[src/rtl/lmls_pkg.sv]
// Shared types and constants for the LCD mode line sequencer.
package lmls_pkg;

  typedef enum logic [2:0] {
    PH_OFF      = 3'd0,
    PH_OAM      = 3'd1,
    PH_XFER     = 3'd2,
    PH_HBL_OAM  = 3'd3,
    PH_HBL_VBL  = 3'd4,
    PH_VBL_LINE = 3'd5,
    PH_VBL_OAM  = 3'd6
  } phase_t;

  localparam logic [2:0] ACT_TICK     = 3'd0;
  localparam logic [2:0] ACT_CTRL     = 3'd1;
  localparam logic [2:0] ACT_CMP      = 3'd2;
  localparam logic [2:0] ACT_LINE_RST = 3'd3;
  localparam logic [2:0] ACT_STAT_EN  = 3'd4;

  localparam logic [1:0] MODE_HBLANK = 2'd0;
  localparam logic [1:0] MODE_VBLANK = 2'd1;
  localparam logic [1:0] MODE_OAM    = 2'd2;
  localparam logic [1:0] MODE_XFER   = 2'd3;

  // STAT enable bits
  localparam int EN_HBLANK = 0;
  localparam int EN_VBLANK = 1;
  localparam int EN_OAM    = 2;
  localparam int EN_LYC    = 3;

  localparam logic [7:0] OAM_TICKS  = 8'd20;
  localparam logic [7:0] XFER_TICKS = 8'd43;
  localparam logic [7:0] HBL_TICKS  = 8'd51;
  localparam logic [7:0] LINE_TICKS = 8'd114;

  localparam logic [7:0] LINE_LAST_VIS  = 8'd143;
  localparam logic [7:0] LINE_VBL_FIRST = 8'd144;
  localparam logic [7:0] LINE_LAST      = 8'd153;

  localparam logic [7:0] RST_COUNTDOWN = 8'd71;
  localparam logic [7:0] RST_CTRL      = 8'h91;

  typedef struct packed {
    phase_t     phase;
    logic [7:0] countdown;
    logic [7:0] line;
    logic [7:0] cmp;
    logic [7:0] ctrl;
    logic [3:0] stat_en;
    logic       coinc;
  } state_t;

  typedef struct packed {
    logic [7:0] line;
    logic [1:0] mode;
    logic       coinc;
    logic       stat_req;
    logic       vblank_irq;
    logic       hblank_start;
    logic       frame_ready;
  } res_t;

endpackage

[src/rtl/lcd_mode_line_sequencer_core.sv]
// LCD scanline mode sequencer top level: input register, step logic, result register.
// A word accepted into the input register moves on to the result register and the out_ ports
// once that register is free; a stalled result word holds it in the input register.
// Throughput: one word per cycle while out_stall does not hold a valid result word; the step
// logic between the input and result registers is combinational.
// Reset (synchronous, rst_n low): display on, line 144 in vblank with 71 ticks left,
module lcd_mode_line_sequencer_core (
  input  logic       clk,
  input  logic       rst_n,
  input  logic       cfg_wr_en,
  input  logic [1:0] cfg_wr_data,
  input  logic       in_valid,
  output logic       in_stall,
  input  logic [2:0] in_action,
  input  logic [7:0] in_value,
  output logic       out_valid,
  input  logic       out_stall,
  output logic [7:0] out_line,
  output logic [1:0] out_mode,
  output logic       out_coincidence,
  output logic       out_stat_irq,
  output logic       out_vblank_irq,
  output logic       out_hblank_start,
  output logic       out_frame_ready
);
  // speed factor 1, compare line 0, STAT enables clear, both registers empty.
  import lmls_pkg::*;

  logic       sf_r;
  logic       in_vld_r;
  logic [2:0] in_action_r;
  logic [7:0] in_value_r;
  state_t     state_r;
  state_t     state_nxt;
  res_t       res_nxt;
  res_t       res_r;
  logic       out_vld_r;
  logic       advance;

  // double speed when factor is 2 or 3
  always_ff @(posedge clk) begin
    if (!rst_n) begin
      sf_r <= 1'b0;
    end else if (cfg_wr_en) begin
      sf_r <= cfg_wr_data[1];
    end
  end

  assign advance  = in_vld_r & ~(out_vld_r & out_stall);
  assign in_stall = in_vld_r & ~advance;

  always_ff @(posedge clk) begin
    if (!rst_n) begin
      in_vld_r <= 1'b0;
    end else if (!in_stall) begin
      in_vld_r <= in_valid;
    end
  end

  always_ff @(posedge clk) begin
    if (!in_stall) begin
      in_action_r <= in_action;
      in_value_r  <= in_value;
    end
  end

  lmls_step u_step (
    .cur    (state_r),
    .action (in_action_r),
    .value  (in_value_r),
    .dbl    (sf_r),
    .nxt    (state_nxt),
    .res    (res_nxt)
  );

  always_ff @(posedge clk) begin
    if (!rst_n) begin
      state_r.phase     <= PH_VBL_LINE;
      state_r.countdown <= RST_COUNTDOWN;
      state_r.line      <= LINE_VBL_FIRST;
      state_r.cmp       <= 8'd0;
      state_r.ctrl      <= RST_CTRL;
      state_r.stat_en   <= 4'd0;
      state_r.coinc     <= 1'b0;
    end else if (advance) begin
      state_r <= state_nxt;
    end
  end

  always_ff @(posedge clk) begin
    if (!rst_n) begin
      out_vld_r <= 1'b0;
    end else if (advance) begin
      out_vld_r <= 1'b1;
    end else if (!out_stall) begin
      out_vld_r <= 1'b0;
    end
  end

  // hold the result word while stalled
  always_ff @(posedge clk) begin
    if (advance) begin
      res_r <= res_nxt;
    end
  end

  assign out_valid        = out_vld_r;
  assign out_line         = res_r.line;
  assign out_mode         = res_r.mode;
  assign out_coincidence  = res_r.coinc;
  assign out_stat_irq     = res_r.stat_req;
  assign out_vblank_irq   = res_r.vblank_irq;
  assign out_hblank_start = res_r.hblank_start;
  assign out_frame_ready  = res_r.frame_ready;

  a_line_range: assert property (@(posedge clk) disable iff (!rst_n)
    out_vld_r |-> res_r.line <= LINE_LAST)
    else $error("line counter out of range");

  a_vblank_entry: assert property (@(posedge clk) disable iff (!rst_n)
    (out_vld_r && res_r.vblank_irq) |->
      (res_r.mode == MODE_VBLANK && res_r.frame_ready))
    else $error("vblank pulse away from vblank entry");

  a_hblank_mode: assert property (@(posedge clk) disable iff (!rst_n)
    (out_vld_r && res_r.hblank_start) |-> res_r.mode == MODE_HBLANK)
    else $error("hblank strobe outside hblank");

  a_off_ctrl: assert property (@(posedge clk) disable iff (!rst_n)
    (state_r.phase == PH_OFF) == !state_r.ctrl[7])
    else $error("sequencer run state disagrees with display enable");

endmodule

[src/rtl/lmls_step.sv]
// Next-state and result logic for one sequencer word.
module lmls_step (
  input  lmls_pkg::state_t cur,
  input  logic [2:0]       action,
  input  logic [7:0]       value,
  input  logic             dbl,
  output lmls_pkg::state_t nxt,
  output lmls_pkg::res_t   res
);
  import lmls_pkg::*;

  logic [7:0] line_inc;
  logic       match_inc;
  logic       match_zero;
  logic       match_wr;
  logic       disp_on;
  logic [7:0] oam_len;
  logic [7:0] xfer_len;
  logic [7:0] hbl_len;
  logic [7:0] line_len;
  logic       stat;
  logic       vbl;
  logic       hbl;
  logic       frame;
  logic [1:0] mode;

  assign line_inc   = (cur.line == LINE_LAST) ? 8'd0 : cur.line + 8'd1;
  assign match_inc  = (line_inc == cur.cmp);
  assign match_zero = (cur.cmp == 8'd0);
  assign match_wr   = (cur.line == value);
  assign disp_on    = cur.ctrl[7];

  assign oam_len  = dbl ? {OAM_TICKS[6:0], 1'b0}  : OAM_TICKS;
  assign xfer_len = dbl ? {XFER_TICKS[6:0], 1'b0} : XFER_TICKS;
  assign hbl_len  = dbl ? {HBL_TICKS[6:0], 1'b0}  : HBL_TICKS;
  assign line_len = dbl ? {LINE_TICKS[6:0], 1'b0} : LINE_TICKS;

  always_comb begin
    nxt   = cur;
    stat  = 1'b0;
    vbl   = 1'b0;
    hbl   = 1'b0;
    frame = 1'b0;
    case (action)
      ACT_TICK: begin
        if (cur.phase != PH_OFF) begin
          if (cur.countdown > 8'd1) begin
            nxt.countdown = cur.countdown - 8'd1;
          end else begin
            case (cur.phase)
              PH_OAM: begin
                nxt.phase     = PH_XFER;
                nxt.countdown = xfer_len;
              end
              PH_XFER: begin
                stat          = disp_on & cur.stat_en[EN_HBLANK];
                hbl           = 1'b1;
                nxt.phase     = (cur.line == LINE_LAST_VIS) ? PH_HBL_VBL : PH_HBL_OAM;
                nxt.countdown = hbl_len;
              end
              PH_HBL_OAM, PH_VBL_OAM: begin
                nxt.line      = line_inc;
                nxt.coinc     = match_inc;
                stat          = disp_on & ((match_inc & cur.stat_en[EN_LYC]) |
                                           cur.stat_en[EN_OAM]);
                nxt.phase     = PH_OAM;
                nxt.countdown = oam_len;
              end
              PH_HBL_VBL: begin
                nxt.line      = line_inc;
                nxt.coinc     = match_inc;
                stat          = disp_on & ((match_inc & cur.stat_en[EN_LYC]) |
                                           cur.stat_en[EN_VBLANK]);
                vbl           = 1'b1;
                frame         = 1'b1;
                nxt.phase     = PH_VBL_LINE;
                nxt.countdown = line_len;
              end
              PH_VBL_LINE: begin
                nxt.line      = line_inc;
                nxt.coinc     = match_inc;
                stat          = disp_on & match_inc & cur.stat_en[EN_LYC];
                nxt.phase     = (line_inc == LINE_LAST) ? PH_VBL_OAM : PH_VBL_LINE;
                nxt.countdown = line_len;
              end
              default: begin
              end
            endcase
          end
        end
      end
      ACT_CTRL: begin
        nxt.ctrl = value;
        if (!(cur.ctrl[7] & value[7])) begin
          if (value[7]) begin
            // enable: compare checked while still off, so no interrupt
            nxt.line      = 8'd0;
            nxt.coinc     = match_zero;
            nxt.phase     = PH_OAM;
            nxt.countdown = oam_len - 8'd1;
          end else if (cur.ctrl[7]) begin
            // disable: compare may still fire, then drop flag and stop
            nxt.line      = 8'd0;
            stat          = match_zero & cur.stat_en[EN_LYC];
            nxt.coinc     = 1'b0;
            nxt.phase     = PH_OFF;
            nxt.countdown = 8'd0;
          end
        end
      end
      ACT_CMP: begin
        nxt.cmp   = value;
        nxt.coinc = match_wr;
        stat      = disp_on & match_wr & cur.stat_en[EN_LYC];
      end
      ACT_LINE_RST: begin
        nxt.line  = 8'd0;
        nxt.coinc = match_zero;
        stat      = disp_on & match_zero & cur.stat_en[EN_LYC];
      end
      ACT_STAT_EN: begin
        nxt.stat_en = value[6:3];
      end
      default: begin
      end
    endcase
  end

  always_comb begin
    case (nxt.phase)
      PH_OAM:                  mode = MODE_OAM;
      PH_XFER:                 mode = MODE_XFER;
      PH_VBL_LINE, PH_VBL_OAM: mode = MODE_VBLANK;
      default:                 mode = MODE_HBLANK;
    endcase
  end

  assign res.line         = nxt.line;
  assign res.mode         = mode;
  assign res.coinc        = nxt.coinc;
  assign res.stat_req     = stat;
  assign res.vblank_irq   = vbl;
  assign res.hblank_start = hbl;
  assign res.frame_ready  = frame;

endmodule

[config.mk]
export PLATFORM = sky130hd
export DESIGN_NAME = lcd_mode_line_sequencer_core
export DESIGN_NICKNAME = d
export VERILOG_FILES = /design/src/rtl/lmls_pkg.sv /design/src/rtl/lcd_mode_line_sequencer_core.sv /design/src/rtl/lmls_step.sv
export SDC_FILE = /design/constraint.sdc
export NUM_CORES = 1
export LEC_CHECK = 0
export BUFFER_PORTS_ARGS = -buffer_cell sky130_fd_sc_hd__buf_2
export CAP_MARGIN = 20
export CORE_MARGIN = 2
export CORE_UTILIZATION = 47
export CTS_CLUSTER_SIZE = 16
export DETAILED_ROUTE_END_ITERATION = 7
export HOLD_SLACK_MARGIN = 0.1
export PLACE_DENSITY = 0.77
export SLEW_MARGIN = 20
export SYNTH_ARGS = -nofsm -noshare
export SYNTH_HDL_FRONTEND = slang
export SYNTH_SLANG_ARGS = --single-unit
[constraint.sdc]
create_clock -name clk -period 3.38 [get_ports clk]
set_input_delay 0.338 -clock clk [delete_from_list [all_inputs] [get_ports clk]]
set_output_delay 0.338 -clock clk [all_outputs]
set_load 0.01 [all_outputs]
==> results of run 1 <==
through the flow:
step | worst slack [ns] | hold WS, ns | instances
final | 0.3137 | 0.1595 | 570
after global routing | 0.1249 | 0.1413 | 570
after CTS | 0.3298 | 0.1514 | 570
after detailed placement | 0.3559 | 0.4887 | 554
after global placement | 0.3872 | 0.4774 | 554
after floorplan | 0.5539 | 0.4369 | 445
cell families (layout without fill, tap and decap cells):
group,Yosys count,count (layout),share of synthesized area
fa+ha+maj,6,6,0.01997
simple gates,181,181,0.2519
mux,18,18,0.04792
flops,61,61,0.3913
buf+inv,48,71,0.05225
xor+xnor,23,23,0.05358
compound gates,108,108,0.1830
cell type report:
| cell class | count | area (um^2) |
|---|---|---|
| clock inverters | 4 | 47.55 |
| flip-flops and latches | 61 | 1471 |
| inverters | 12 | 45.04 |
| repair buffers | 43 | 240.2 |
| clock buffers | 12 | 155.1 |
| well taps | 102 | 127.6 |
| multi-input cells | 336 | 2092 |
| fillers | 707 | 3548 |
final timing paths:
path,to,depth (start not counted),slack (ns),startpoint
worst max register to register,out_mode[1]$_DFFE_PP_,9,0.31,state_r[31]$_SDFFE_PN1P_
worst min register to register,state_r[0]$_SDFFE_PN0P_,2,0.50,state_r[0]$_SDFFE_PN0P_
worst max-delay path,out_mode[1]$_DFFE_PP_,9,0.31,state_r[31]$_SDFFE_PN1P_
worst min-delay path,in_value_r[6]$_DFFE_PN_,1,0.16,in_value[6]
registers in the layout, indices dropped and copies added (netlist names):
name,count
out_mode,2
out_hblank_start,1
out_stat_irq,1
out_frame_ready,1
in_vld_r,1
in_value_r,8
sf_r,1
in_action_r,3
out_valid,1
out_coincidence,1
out_line,8
state_r,33
layout by cell type (no fill, tap or decap), drive strengths merged, types with 3 or more instances in the layout:
cell type / count
or4: 3
inv: 12
a211oi: 6
nor3: 16
nand4: 5
clkbuf: 12
xnor2: 10
a21oi: 24
nor2b: 24
o21ai: 34
o31ai: 5
a21o: 3
nand2b: 11
nor2: 27
a31oi: 5
nand2: 45
o211ai: 8
mux2i: 18
or2: 4
nand3: 20
nor4: 7
o22ai: 3
ha: 6
edfxtp: 25
dfxtp: 36
and2: 3
and3: 4
buf: 43
xor2: 13
critical path, delay by kind of cell, from the launching register on:
family | cells | cell delay (ns)
compound gates | 2 | 0.33
flops | 1 | 0.35
simple gates | 6 | 1.92
fa+ha+maj | 1 | 0.19
power by group:
part	leakage, nW	switching, mW	internal, mW	total, mW
Sequential	0.540	0.0302	0.793	0.824
Clock	0.102	0.285	0.378	0.663
Combinational	1.07	0.0863	0.0661	0.152
Total	1.71	0.402	1.24	1.64
layer usage:
layer,GRT usage,vias to the layer above,wire [um]
met4,0.08211,0,131
li1,-,1638,-
met2,0.3058,112,3601
met1,0.2855,1471,4055
met3,0.04190,13,454
met5,0,-,0
==> flow_summary.yaml, run 1 <==
logic_synthesis:
  ys_seq_area_frac: 0.3913
  syn_inst: 445
  synth_common_cells: "45 x nand2_1, 36 x dfxtp_1, 31 x o21ai_0"
  synthFlopType: "dfxtp_1"
  yosys_warnings: 0
  async_flop_share: 0
  synth.area.top_cells: "edfxtp_1 20%, dfxtp_1 19%, mux2i_1 4.8%"
  synth_top_area_cell: "edfxtp_1"
  synth_cell_types: 59
  syn_area_um2: 3760
  synth_edf_count: 25
  yosysMostFrequentCell: "nand2_1"
  synth_nets: 469
  avgSynthCellArea_um2: 8.449
  ys_seq_elements: 61
  yosysTopAreaCellShare: 0.1997
finish:
  nNetsFinal: 487
  drive_gt1_frac: 0.1410
  syn_to_final_growth_pct: 11.15
  stdcell_area_um2: 4179
  final_core_util: 0.5408
  antenna-diode-count: 0
floorplanning:
  die_area_um2: 8731
  core-area_um2: 7727
  rows: 32
  die_w_um: 93.44
  start_util: 0.4866
  die_h_um: 93.44
  ios: 35
place:
  portBuffers: 33
  routabilityCongestion: 0.9752
  post_dp_cell_area_um2: 3976
  dp_hpwl_um: 5807
global_route:
  gr-usage-all-layers: 0.2035
  grt_max_degree: 39
  gr-total-overflow: 0
  grt_pass1_vias: 2858
  antenna_found_initial: 0
  grt_pass1_wl_um: 13910
clocking:
  clkTransAtPathRegs_ns: 0.07
  cts_tree: "done"
  cts_made_buffers: 9
  htree_levels: 3
  cts_resized: 0
  post-cts-setup-buffer-count: 0
  cts.sink_count: 61
  clk_latency_ns: 0.35
  clk_path_buf_depth: 2
  cts_hold_buf: 0
  root_buffer: "clkbuf_8"
setup_path:
  slowest_delay_ns: 0.62
  cp_slowest_cell: "or4_4"
  cp.required_ns: 3.46
  crit_arrival_ns: 3.14
  cp_max_fo: 16
  critPathKind: "reg -> reg"
  cp-end-kind: "register"
  crit_path_start_kind: "register"
  crit_chain: "or4_4, or4_4, nor4b_2, a211o_1, o2111ai_1, and3_1, ha_1, nor2_1, nor3_1"
  cpMostUsedCell: "or4_4"
route:
  antenna_left: 0
  avgRoutedWirePerCell_um: 14.46
  drt-initial-drc-count: 267
  drcViolationCount: 0
  drt_wl_total_um: 8243
  num_vias: 3234
  first_pass_iters: 5
  viasPerCell: 5.674
power:
  pwr_density_cell_nw_per_um2: 392.3
  power_mw: 1.639
  ir_drop_uv: 240.3
  p_leak_nw: 1.710
flow_run:
  max_cap_violations: 0
timing:
  fmax_mhz: 326.1
  rsz0062_at_grt: "no"
  drv_slew: 0
  finalSetupTns_ns: 0
  fin_skew_ns: 0.01406
  hold_viol: 0
  setup_violations: 0
  worst-slew-pin-transition_ns: 0.6953
  slew_headroom: 0.5358
  layout_min_cycle_time_ns: 3.066
  min_period_over_period: 0.9072
worst_hold_path:
  worstHoldPathType: "in -> reg"
outcome:
  outcome: "finished, final reports clean"
Power figures use the tool's default switching activity.
==> inputs of run 2 (changes only) <==
- PLACE_DENSITY: 0.77 -> 0.76
- SYNTH_HIERARCHICAL: not set -> 1
==> run 2 against run 1 <==
  * First-iteration DRC count increased by 90%
  * Clock power increased by 19%
  * Clock-buffer cell count decreased by 2
  * Cell area increased by 19%
==> flow_summary.yaml, run 2 <==
floorplanning:
  die_h_um: 104.1
  start_util: 0.4838
  die_area_um2: 10830
  core-area_um2: 9729
  die_w_um: 104.1
  rows: 36
  ios: 35
worst_hold_path:
  min_path_cells: 1
  hp-start: "in_value[0]"
  whs_endpoint: "in_value_r[0]$_DFFE_PN_"
  worstHoldPathType: "in -> reg"
global_route:
  gr-usage-all-layers: 0.2110
  grt_pass1_vias: 3639
  grt_pass1_wl_um: 18510
  gr-total-overflow: 0
  antenna_found_initial: 0
  grt_max_degree: 70
outcome:
  outcome: "finished, final reports clean"
timing:
  drv_slew: 0
  min_period_over_period: 0.8769
  rsz0062_at_grt: "no"
  worst-slew-pin-transition_ns: 0.8448
  slew_headroom: 0.4360
  fmax_mhz: 337.4
  fin_skew_ns: 0.01051
  hold_viol: 0
  setup_violations: 0
  finalSetupTns_ns: 0
  layout_min_cycle_time_ns: 2.964
setup_path:
  worstPathBufferInverterCount: 0
  critPathKind: "reg -> reg"
  crit_arrival_ns: 3.26
  r2r-end: "state_r[0]$_SDFFE_PN0P_"
  cp_max_fo: 9
  cpMostUsedCell: "mux2i_1"
  r2r_slack_ns: 0.42
  slowest_delay_ns: 0.53
  r2r_start: "state_r[22]$_SDFFE_PN0P_"
  crit_path_start_kind: "register"
  cp-end-kind: "register"
  cp_slowest_cell: "or4_1"
  worstRegToRegCells: 9
  crit_chain: "ha_1, nand3_1, xor2_1, mux2i_1, nand4_1, or4_1, a222oi_1, nand2_1, mux2i_1"
  cp.required_ns: 3.67
  critPathTopFamily: "simple AND/OR/NAND/NOR gates"
power:
  p_leak_nw: 1.818
  ir_drop_uv: 183.3
  pwr_density_cell_nw_per_um2: 367.5
  power_mw: 1.827
route:
  num_vias: 4079
  viasPerCell: 5.955
  drcViolationCount: 0
  drt-initial-drc-count: 507
  drt_wl_total_um: 11230
  first_pass_iters: 7
  avgRoutedWirePerCell_um: 16.40
  antenna_left: 0
finish:
  largest_register: "state_r"
  syn_to_final_growth_pct: 5.635
  largest_register_ffs: 33
  antenna-diode-count: 0
  num-fill-cells: 959
  mostFrequentLayoutCells: "88 x nand2_1, 38 x mux2i_1, 36 x dfxtp_1"
  nNetsFinal: 569
  final_common_cell: "nand2_1"
  drive_gt1_frac: 0.1649
logic_synthesis:
  syn_inst: 554
  yosys_warnings: 6
  avgSynthCellArea_um2: 8.496
  syn_area_um2: 4707
  synth_nets: 576
clocking:
  cts.sink_count: 62
  htree_levels: 3
  clkTransAtPathRegs_ns: 0.08
  cts_resized: 0
  clk_latency_ns: 0.37
  root_buffer: "clkbuf_8"
  post-cts-setup-buffer-count: 0
  clk_path_buf_depth: 2
  cts_hold_buf: 0
  cts_made_buffers: 9
  cts_tree: "done"
flow_run:
  max_cap_violations: 0
place:
  dp_hpwl_um: 7691
  routabilityCongestion: 0.9585
  portBuffers: 33
## run 2: cell count changes in the layout (fill, tap and decap cells not counted), moves of 4 or more
cell / change
nand3_1: -5
nor3_1: -5
nand2_1: +43
mux2i_1: +20
mux2_2: +12
a211oi_1: -6
o21ai_1: +4
nand2b_1: -8
nor3b_1: +5
o211ai_1: -5
nor2_1: -4
and3_1: +5
## run 2: area by class of cell
| class | count | area [um^2] | share of cell area |
|---|---|---|---|
| inverter | 13 | 48.80 | 0.009814 |
| tap | 133 | 166.4 | 0.03347 |
| clock buffer | 10 | 148.9 | 0.02994 |
| multi-input combinational | 418 | 2774 | 0.5579 |
| sequential | 62 | 1501 | 0.3020 |
| timing repair buffer | 43 | 242.7 | 0.04882 |
| clock inverter | 6 | 90.09 | 0.01812 |
## run 2: layer usage
layer / routed length [um] / GRT usage / part of all wire / vias to the layer above
li1: - / - / - / 1975
met1: 5380 / 0.2988 / 0.48 / 1940
met3: 597 / 0.03571 / 0.053 / 21
met4: 252 / 0.09170 / 0.022 / 0
met5: 0 / 0 / 0 / -
met2: 5002 / 0.3163 / 0.45 / 143
## run 2: power breakdown
group	total (mW)	switching (mW)	internal [mW]
Combinational	0.193	0.109	0.0843
Sequential	0.843	0.0375	0.806
Clock	0.791	0.328	0.463
Total	1.83	0.474	1.35
## run 2: how the worst max path moves through the flow
stage	from	end	slack, ns	depth (start not counted)
after floorplan	state_r[22]$_SDFFE_PN0P_	out_coincidence$_DFFE_PP_	0.78	9
after global placement	state_r[22]$_SDFFE_PN0P_	state_r[0]$_SDFFE_PN0P_	0.51	9
after detailed placement	state_r[22]$_SDFFE_PN0P_	state_r[0]$_SDFFE_PN0P_	0.48	9
after CTS	state_r[22]$_SDFFE_PN0P_	state_r[0]$_SDFFE_PN0P_	0.42	9
after global routing	state_r[22]$_SDFFE_PN0P_	state_r[0]$_SDFFE_PN0P_	0.15	9
final	state_r[22]$_SDFFE_PN0P_	state_r[0]$_SDFFE_PN0P_	0.42	9
## run 2: through the flow
step | setup slack, ns | instance area, um^2 | utilization | hold WS, ns | instances
2_1_floorplan | 0.7834 | 4707 | - | 0.4314 | 554
3_3_place_gp | 0.5145 | 4731 | 0.4862 | 0.4580 | 669
3_5_place_dp | 0.4778 | 4731 | 0.4862 | 0.4808 | 669
4_1_cts | 0.4208 | 4970 | 0.5108 | 0.1281 | 685
5_1_grt | 0.1468 | 4972 | 0.5111 | 0.1315 | 685
6_report | 0.4160 | 4972 | 0.5111 | 0.1426 | 685
==> inputs of run 3 (changes only) <==
- CORE_ASPECT_RATIO: not set -> 1.5
==> run 3 against run 2 <==
  * Final cell count fell by 2.2%
  * Sequential cell count is the same
  * Routed wire length grew 0.69%
  * Sequential power is 0.7% lower
  * Via count rose by 0.39%
  * First-iteration DRC count decreased by 22%
  * Cell area is 1.7% higher
  * Critical endpoint unchanged
==> flow_summary.yaml, run 3 (same netlist as run 2, synthesis figures left out) <==
outcome:
  outcome: "finished, final reports clean"
worst_hold_path:
  hp-start: "in_value[2]"
  whs_endpoint: "in_value_r[2]$_DFFE_PN_"
  min_path_cells: 1
  worstHoldPathType: "in -> reg"
power:
  switchingPower_mw: 0.4594
  power_frac_seq: 0.421
  p_int_mw: 1.530
  pwr_density_cell_nw_per_um2: 393.3
  ir_drop_uv: 257.6
  comb_power_share: 0.103
  swShare: 0.2310
  p_leak_nw: 1.863
  pwr-share-clk: 0.477
  power_mw: 1.989
route:
  viasPerCell: 6.112
  drcViolationCount: 0
  avgRoutedWirePerCell_um: 16.88
  drt_wl_total_um: 11310
  num_vias: 4095
  first_pass_iters: 5
  antenna_left: 0
  drt-initial-drc-count: 397
timing:
  hold_viol: 0
  slew_headroom: 0.3887
  rsz0062_at_grt: "no"
  min_period_over_period: 0.8685
  finalSetupTns_ns: 0
  setup_violations: 0
  worst-slew-pin-transition_ns: 0.9146
  fin_skew_ns: 0.007182
  drv_slew: 0
  fmax_mhz: 340.7
  layout_min_cycle_time_ns: 2.936
finish:
  syn_to_final_growth_pct: 7.443
  drive_gt1_frac: 0.1640
  antenna-diode-count: 0
  largest_register_ffs: 33
  mostFrequentLayoutCells: "88 x nand2_1, 38 x mux2i_1, 36 x dfxtp_1"
  largest_register: "state_r"
  final_common_cell: "nand2_1"
  nNetsFinal: 573
clocking:
  cts_made_buffers: 9
  clk_path_buf_depth: 2
  root_buffer: "clkbuf_16"
  cts_hold_buf: 0
  cts.sink_count: 62
  cts_resized: 0
  htree_levels: 3
  cts_tree: "done"
  clk_latency_ns: 0.33
  post-cts-setup-buffer-count: 0
  clkTransAtPathRegs_ns: 0.05
floorplanning:
  start_util: 0.4858
  rows: 44
  die_h_um: 126.6
  ios: 35
  die_area_um2: 10850
  core-area_um2: 9689
  die_w_um: 85.71
setup_path:
  critPathTopFamily: "simple AND/OR/NAND/NOR gates"
  crit_path_start_kind: "register"
  r2r-end: "state_r[0]$_SDFFE_PN0P_"
  crit_chain: "ha_1, nand3_1, xor2_1, mux2i_1, nand4_1, or4_1, a222oi_1, nand2_1, mux2i_1"
  cp_slowest_cell: "or4_1"
  worstPathBufferInverterCount: 0
  r2r_start: "state_r[22]$_SDFFE_PN0P_"
  slowest_delay_ns: 0.53
  cpMostUsedCell: "mux2i_1"
  cp-end-kind: "register"
  cp_max_fo: 9
  critPathKind: "reg -> reg"
  cp.required_ns: 3.65
  r2r_slack_ns: 0.44
  worstRegToRegCells: 9
  crit_arrival_ns: 3.20
global_route:
  grt_pass1_vias: 3983
  antenna_found_initial: 0
  grt_max_degree: 70
  gr-total-overflow: 0
  grt_pass1_wl_um: 19020
  gr-usage-all-layers: 0.2186
flow_run:
  max_cap_violations: 0
place:
  dp_hpwl_um: 8041
  routabilityCongestion: 0.9547
  portBuffers: 33
==> run 3: stage by stage <==
| stage | utilization | cell area (um^2) | instances | setup slack (ns) | hold WS (ns) |
|---|---|---|---|---|---|
| after detailed placement | 0.4903 | 4751 | 655 | 0.4433 | 0.4877 |
| after floorplan | - | 4707 | 554 | 0.7834 | 0.4314 |
| after CTS | 0.5217 | 5055 | 670 | 0.4336 | 0.1650 |
| after global routing | 0.5220 | 5057 | 670 | 0.2035 | 0.1695 |
| final | 0.5220 | 5057 | 670 | 0.4445 | 0.1758 |
| after global placement | 0.4903 | 4751 | 655 | 0.5048 | 0.4762 |
==> run 3: final cells by class <==
class                   instances  area [um^2]
clock buffers                  10        229.0
clock inverters                 5        75.07
fillers                       888         4632
inverters                      13        48.80
multi-input cells             418         2774
flip-flops and latches         62         1501
well taps                     115        143.9
repair buffers                 47        285.3
==> run 3: power by group through the flow <==
stage / Sequential (mW) / Clock (mW) / Combinational, mW
after detailed placement: 0.852 / 0 / 0.201
final: 0.837 / 0.948 / 0.204
after global routing: 0.841 / 1.00 / 0.223
after CTS: 0.837 / 0.973 / 0.202
after global placement: 0.851 / 0 / 0.196
after floorplan: 0.840 / 0 / 0.172
==> run 3: how the worst max path moves through the flow <==
stage                                        start                        end  slack [ns]  cells past startpoint
after global routing      state_r[22]$_SDFFE_PN0P_    state_r[0]$_SDFFE_PN0P_        0.20                      9
after CTS                 state_r[22]$_SDFFE_PN0P_    state_r[0]$_SDFFE_PN0P_        0.43                      9
after detailed placement  state_r[22]$_SDFFE_PN0P_    state_r[0]$_SDFFE_PN0P_        0.44                      9
final                     state_r[22]$_SDFFE_PN0P_    state_r[0]$_SDFFE_PN0P_        0.44                      9
after floorplan           state_r[22]$_SDFFE_PN0P_  out_coincidence$_DFFE_PP_        0.78                      9
after global placement    state_r[22]$_SDFFE_PN0P_    state_r[0]$_SDFFE_PN0P_        0.50                      9
==> run 3: worst reg2reg max path: stages, from the launching register on <==
cell and delay, ns:
dfxtp_1 0.48, ha_1 0.44, nand3_1 0.20, xor2_1 0.27, mux2i_1 0.22, nand4_1 0.08
or4_1 0.53, a222oi_1 0.40, nand2_1 0.10, mux2i_1 0.15
==> run 3: routing by layer <==
layer | wire length (um) | vias to the layer above | track usage | part of all wire
met5 | 0 | - | 0 | 0
met4 | 526 | 0 | 0.1345 | 0.047
met3 | 460 | 45 | 0.04164 | 0.041
met2 | 5923 | 135 | 0.3810 | 0.52
met1 | 4400 | 1935 | 0.2409 | 0.39
li1 | - | 1980 | - | -
